<file path="config.mk">
export PLATFORM = sky130hd
export DESIGN_NAME = obgp_cfg_regs_flat
export DESIGN_NICKNAME = d
export VERILOG_FILES = /design/src/hdl/obgp_pkg.sv /design/src/hdl/obgp_if.sv /design/src/hdl/obgp_cfg_regs.sv /design/src/flat_wrapper.sv
export SDC_FILE = /design/constraint.sdc
export NUM_CORES = 1
export LEC_CHECK = 0
export BUFFER_PORTS_ARGS = -buffer_cell sky130_fd_sc_hd__buf_2
export CAP_MARGIN = 20
export CORE_MARGIN = 4
export CORE_UTILIZATION = 42
export CTS_CLUSTER_SIZE = 16
export DETAILED_ROUTE_END_ITERATION = 16
export GPL_TIMING_DRIVEN = 0
export PLACE_DENSITY = 0.69
export SETUP_SLACK_MARGIN = 0.02
export SLEW_MARGIN = 15
export SYNTH_ARGS = -nofsm -noshare
export SYNTH_HDL_FRONTEND = slang
export SYNTH_SLANG_ARGS = --single-unit
export TNS_END_PERCENT = 10
</file>
<file path="constraint.sdc">
create_clock -name clk_i -period 1.1 [get_ports clk_i]
set_clock_uncertainty 0.2 [all_clocks]
set_input_delay 0.055 -clock clk_i [delete_from_list [all_inputs] [get_ports clk_i]]
set_output_delay 0.055 -clock clk_i [all_outputs]
set_load 0.02 [all_outputs]
</file>
<file path="src/hdl/obgp_pkg.sv">
// Shared types, register indexes and reset values of the box ground placement block.
`default_nettype none
package obgp_pkg;

  localparam int COORD_WIDTH_DEF  = 16;
  localparam int RESULT_WIDTH_DEF = 24;

  localparam int CFG_IDX_W  = 4;
  localparam int CFG_DATA_W = 64;

  localparam logic [CFG_IDX_W-1:0] REG_BOX_MIN   = 4'd0;
  localparam logic [CFG_IDX_W-1:0] REG_BOX_MAX   = 4'd1;
  localparam logic [CFG_IDX_W-1:0] REG_BOX_VALID = 4'd2;
  localparam logic [CFG_IDX_W-1:0] REG_TRANS     = 4'd3;
  localparam logic [CFG_IDX_W-1:0] REG_ROT       = 4'd4;
  localparam logic [CFG_IDX_W-1:0] REG_SCALE     = 4'd5;
  localparam logic [CFG_IDX_W-1:0] REG_CLEARANCE = 4'd6;
  localparam logic [CFG_IDX_W-1:0] REG_TOL       = 4'd7;

  localparam logic [63:0] ROT_RESET   = 64'h4000_0000_0000_0000;
  localparam logic [47:0] SCALE_RESET = 48'h1000_1000_1000;
  localparam logic [13:0] TOL_RESET   = 14'd164;

  typedef struct packed {
    logic [47:0] box_min;
    logic [47:0] box_max;
    logic        box_valid;
    logic [47:0] trans;
    logic [63:0] rot;
    logic [47:0] scale;
    logic [15:0] clearance;
    logic [13:0] tol;
  } cfg_regs_t;

endpackage
`default_nettype wire

</file>
<file path="src/hdl/obgp_if.sv">
// Valid/ready channel interfaces for queries, results and register writes.
`default_nettype none


interface obgp_cfg_if;
  logic                                  valid;
  logic                                  ready;
  logic [obgp_pkg::CFG_IDX_W-1:0]        index;
  logic [obgp_pkg::CFG_DATA_W-1:0]       data;
  modport source (output valid, index, data, input ready);
  modport sink (input valid, index, data, output ready);
endinterface
`default_nettype wire

</file>
<file path="src/hdl/obgp_cfg_regs.sv">
// Configuration register file with its write decoder.
`default_nettype none
module obgp_cfg_regs (
  input  wire                  clk_i,
  input  wire                  rst_ni,
  obgp_cfg_if.sink             cfg_i,
  output obgp_pkg::cfg_regs_t  regs_o
);

  obgp_pkg::cfg_regs_t regs_q, regs_d;

  assign cfg_i.ready = 1'b1;
  assign regs_o      = regs_q;

  always_comb begin
    regs_d = regs_q;
    if (cfg_i.valid) begin
      unique case (cfg_i.index)
        obgp_pkg::REG_BOX_MIN:   regs_d.box_min   = cfg_i.data[47:0];
        obgp_pkg::REG_BOX_MAX:   regs_d.box_max   = cfg_i.data[47:0];
        obgp_pkg::REG_BOX_VALID: regs_d.box_valid = cfg_i.data[0];
        obgp_pkg::REG_TRANS:     regs_d.trans     = cfg_i.data[47:0];
        obgp_pkg::REG_ROT:       regs_d.rot       = cfg_i.data[63:0];
        obgp_pkg::REG_SCALE:     regs_d.scale     = cfg_i.data[47:0];
        obgp_pkg::REG_CLEARANCE: regs_d.clearance = cfg_i.data[15:0];
        obgp_pkg::REG_TOL:       regs_d.tol       = cfg_i.data[13:0];
        default: ;
      endcase
    end
  end

  always_ff @(posedge clk_i or negedge rst_ni) begin
    if (!rst_ni) begin
      regs_q           <= '0;
      regs_q.rot       <= obgp_pkg::ROT_RESET;
      regs_q.scale     <= obgp_pkg::SCALE_RESET;
      regs_q.tol       <= obgp_pkg::TOL_RESET;
    end else begin
      regs_q <= regs_d;
    end
  end

endmodule
`default_nettype wire

</file>
<file path="src/flat_wrapper.sv">
// flat-port wrapper written by rule: the top's interface ports become plain ports
module obgp_cfg_regs_flat 
  (clk_i, rst_ni, regs_o, cfg_i_valid, cfg_i_index, cfg_i_data, cfg_i_ready);
  obgp_cfg_if cfg_i_i ();
  input  wire clk_i;
  input  wire rst_ni;
  output obgp_pkg::cfg_regs_t regs_o;
  input wire logic [$bits(cfg_i_i.valid)-1:0] cfg_i_valid;
  input wire logic [$bits(cfg_i_i.index)-1:0] cfg_i_index;
  input wire logic [$bits(cfg_i_i.data)-1:0] cfg_i_data;
  output wire logic [$bits(cfg_i_i.ready)-1:0] cfg_i_ready;
  assign cfg_i_i.valid = cfg_i_valid;
  assign cfg_i_i.index = cfg_i_index;
  assign cfg_i_i.data = cfg_i_data;
  assign cfg_i_ready = cfg_i_i.ready;
  obgp_cfg_regs u_core (.clk_i(clk_i), .rst_ni(rst_ni), .cfg_i(cfg_i_i), .regs_o(regs_o));
endmodule
</file>
==> results.json <==
{
  "cts_buffers": 30,
  "maxCapViolCount": 0,
  "layout.nets": 1154,
  "yosysWarnings": 0,
  "wl_met3_um": 2740,
  "design.die.area_um2": 28100,
  "num_vias": 7123,
  "dp.cells": 1308,
  "period_share_pct": 132,
  "yosys.area.top_type_share_pct": 65.6,
  "endpoint_kind": "primary output",
  "overflow": 0,
  "htree_levels": 1,
  "io_buffers": 357,
  "drt-met1-wl_um": 11800,
  "clockBufferDepth": 3,
  "syn_nets": 689,
  "first_pass_iters": 4,
  "antenna_left": 0,
  "holdBufCountCts": 64,
  "synth_cell_types": 16,
  "cpMaxStageDelayCell": "dfstp_2",
  "antenna_found_initial": 2,
  "drt-initial-drc-count": 282,
  "viasPerCell": 4.96,
  "drc": 0,
  "crit_family": "flip-flops",
  "violations": "hold timing, setup timing",
  "setup_slack_ns": -0.350,
  "status": "complete, but fails checks",
  "die_x_um": 168,
  "grt_use_total_pct": 20.3,
  "root_buffer": "clkbuf_16",
  "dpl.hpwl_um": 19600,
  "crit_buf_inv": 1,
  "cp.required_ns": 0.84,
  "synth_area_um2": 10700,
  "gp_congestion": 0.757,
  "area_growth_pct": 49.1,
  "yosys_register_bits": 287,
  "ir_worst_vdd_mv": 1.54,
  "final_cells": 1437,
  "boundaryPins": 359,
  "post-place-ws_ns": -1.10,
  "wl_met2_um": 14400,
  "start_util_pct": 42.6,
  "holdWs_ns": -0.752,
  "worstSkewPairLatency_ns": 0.53,
  "final-hold-violation-count": 235,
  "top_layer": "met5",
  "finalWirelength_um": 29800,
  "synth_area_leaders": "dfrtp_1 66%, mux2_2 30%, dfstp_2 1.7%",
  "worst_hold_path_type": "in2async",
  "arrival_ns": 1.20,
  "max_stage_delay_ns": 0.54,
  "pwr_density_cell_nw_per_um2": 2260,
  "crit_fanout": 2,
  "antenna_cells": 0,
  "finalCriticalPeriod_ns": 1.45,
  "grt_pass1_vias": 7614,
  "path_cells": "buf_6",
  "setup_viol": 312,
  "worst-setup-path-type": "reg2out",
  "syn_inst": 618,
  "ys_seq_area_share_pct": 67.3,
  "timing.fmax_mhz": 690,
  "drive_gt1_share_pct": 66.8,
  "syn_avg_cell_area_um2": 17.3,
  "rsz0062_at_grt": "true",
  "clock_sinks": 287,
  "grt_max_degree": 88,
  "p_leak_nw": 7.70,
  "wl_per_cell_um": 20.7,
  "synth_top_cell_by_area": "dfrtp_1",
  "row_count": 58,
  "core_area_um2": 25100,
  "grt_pass1_wl_um": 45500,
  "critPathLaunchType": "flop",
  "drv_slew": 0,
  "largest_reg_flops": 287,
  "cts_tree": "built",
  "die_h_um": 168,
  "path_clk_slew_ns": 0.06
}
-- path summary, 6_finish.rpt --
check                                         from                  to  slack [ns]  cells past startpoint
worst min register to register  u_core.regs_o[174]  u_core.regs_o[174]        0.29                      1
worst min-delay path                        rst_ni   u_core.regs_o[97]       -0.75                      1
max in group asynchronous                   rst_ni    u_core.regs_o[5]        0.33                      3
min in group clk_i                  cfg_i_index[3]  u_core.regs_o[190]       -0.30                      4
worst max register to register  u_core.regs_o[110]  u_core.regs_o[110]       -0.04                      2
worst max-delay path             u_core.regs_o[74]          regs_o[74]       -0.35                      1
-- metrics by stage --
stage | power (mW) | area, µm² | TNS, ns | util, % | hold slack, ns
after global routing | 37.7 | 15900 | -81.15 | 63.5 | -0.728
after global placement | 23.3 | 12900 | -1736.65 | 51.5 | 0.0873
after detailed placement | 23.6 | 13000 | -192.85 | 51.8 | -0.181
after floorplan | 19.7 | 10700 | -43.58 | - | -0.441
after CTS | 35.5 | 15400 | -77.62 | 61.3 | -0.762
final | 36.1 | 15900 | -66.50 | 63.5 | -0.752
-- logic make-up after synthesis --
kind of cell  count (synthesis)  synth area share (%)
other cells                   1                0.0351
mux                         287                  30.2
buf+inv                      29                  1.62
flops                       287                  67.3
simple gates                 14                 0.843
-- Yosys cell counts --
cell	instances
mux2_2	284
dfrtp_1	280
buf_2	18
buf_4	11
dfstp_2	7
mux2_1	3
nand2_1	3
nand3_1	2
nor2_1	2
nor3b_2	2
and2b_1	1
conb_1	1
nand3_2	1
nand3b_1	1
nand4_1	1
nor3_1	1
-- where the power goes --
group	total [mW]	switching [mW]	internal [mW]
clock	10.3	4.05	6.28
combinational	11.2	5.64	5.51
sequential	14.6	1.55	13.1
-- worst reg2reg max path, cell delays in order, from the launching register on --
cell and delay, ns:
dfrtp_1 0.41, buf_4 0.15, mux2_4 0.26
-- cells in the final DEF, fill, tap and decap left out, drive strengths merged --
master	n
nor2	2
dlygate4sd3	64
mux2	287
nand2	3
nand4	1
nand3b	1
bufinv	3
nand3	3
buf	396
clkbuf	50
nor3b	2
dfstp	7
and2b	1
nor3	1
clkinv	4
clkinvlp	1
dfrtp	280
conb	1
-- area by class of cell --
class / count / area (µm²)
multi-input combinational: 302 / 3420
clock buffer: 48 / 900
sequential: 287 / 7190
fill: 1848 / 9170
tap: 330 / 413
clock inverter: 8 / 121
buffer: 29 / 292
timing repair buffer: 433 / 3600
-- metal layers --
metal | GRT usage (%) | vias to the layer above
met2 | 33.3 | 297
met4 | 6.28 | 4
met3 | 6.85 | 49
li1 | - | 3132
met5 | 0 | -
met1 | 25.7 | 3641
-- timing repair --
item | 4_1_cts | 5_1_grt
buffers inserted | 4 | 5
pin swaps | 2 | 2
setup endpoints to repair | 450 | 461
endpoints found under the hold margin | 485 | 234
resized for setup | 215 | 162
Power figures use the tool's default switching activity.
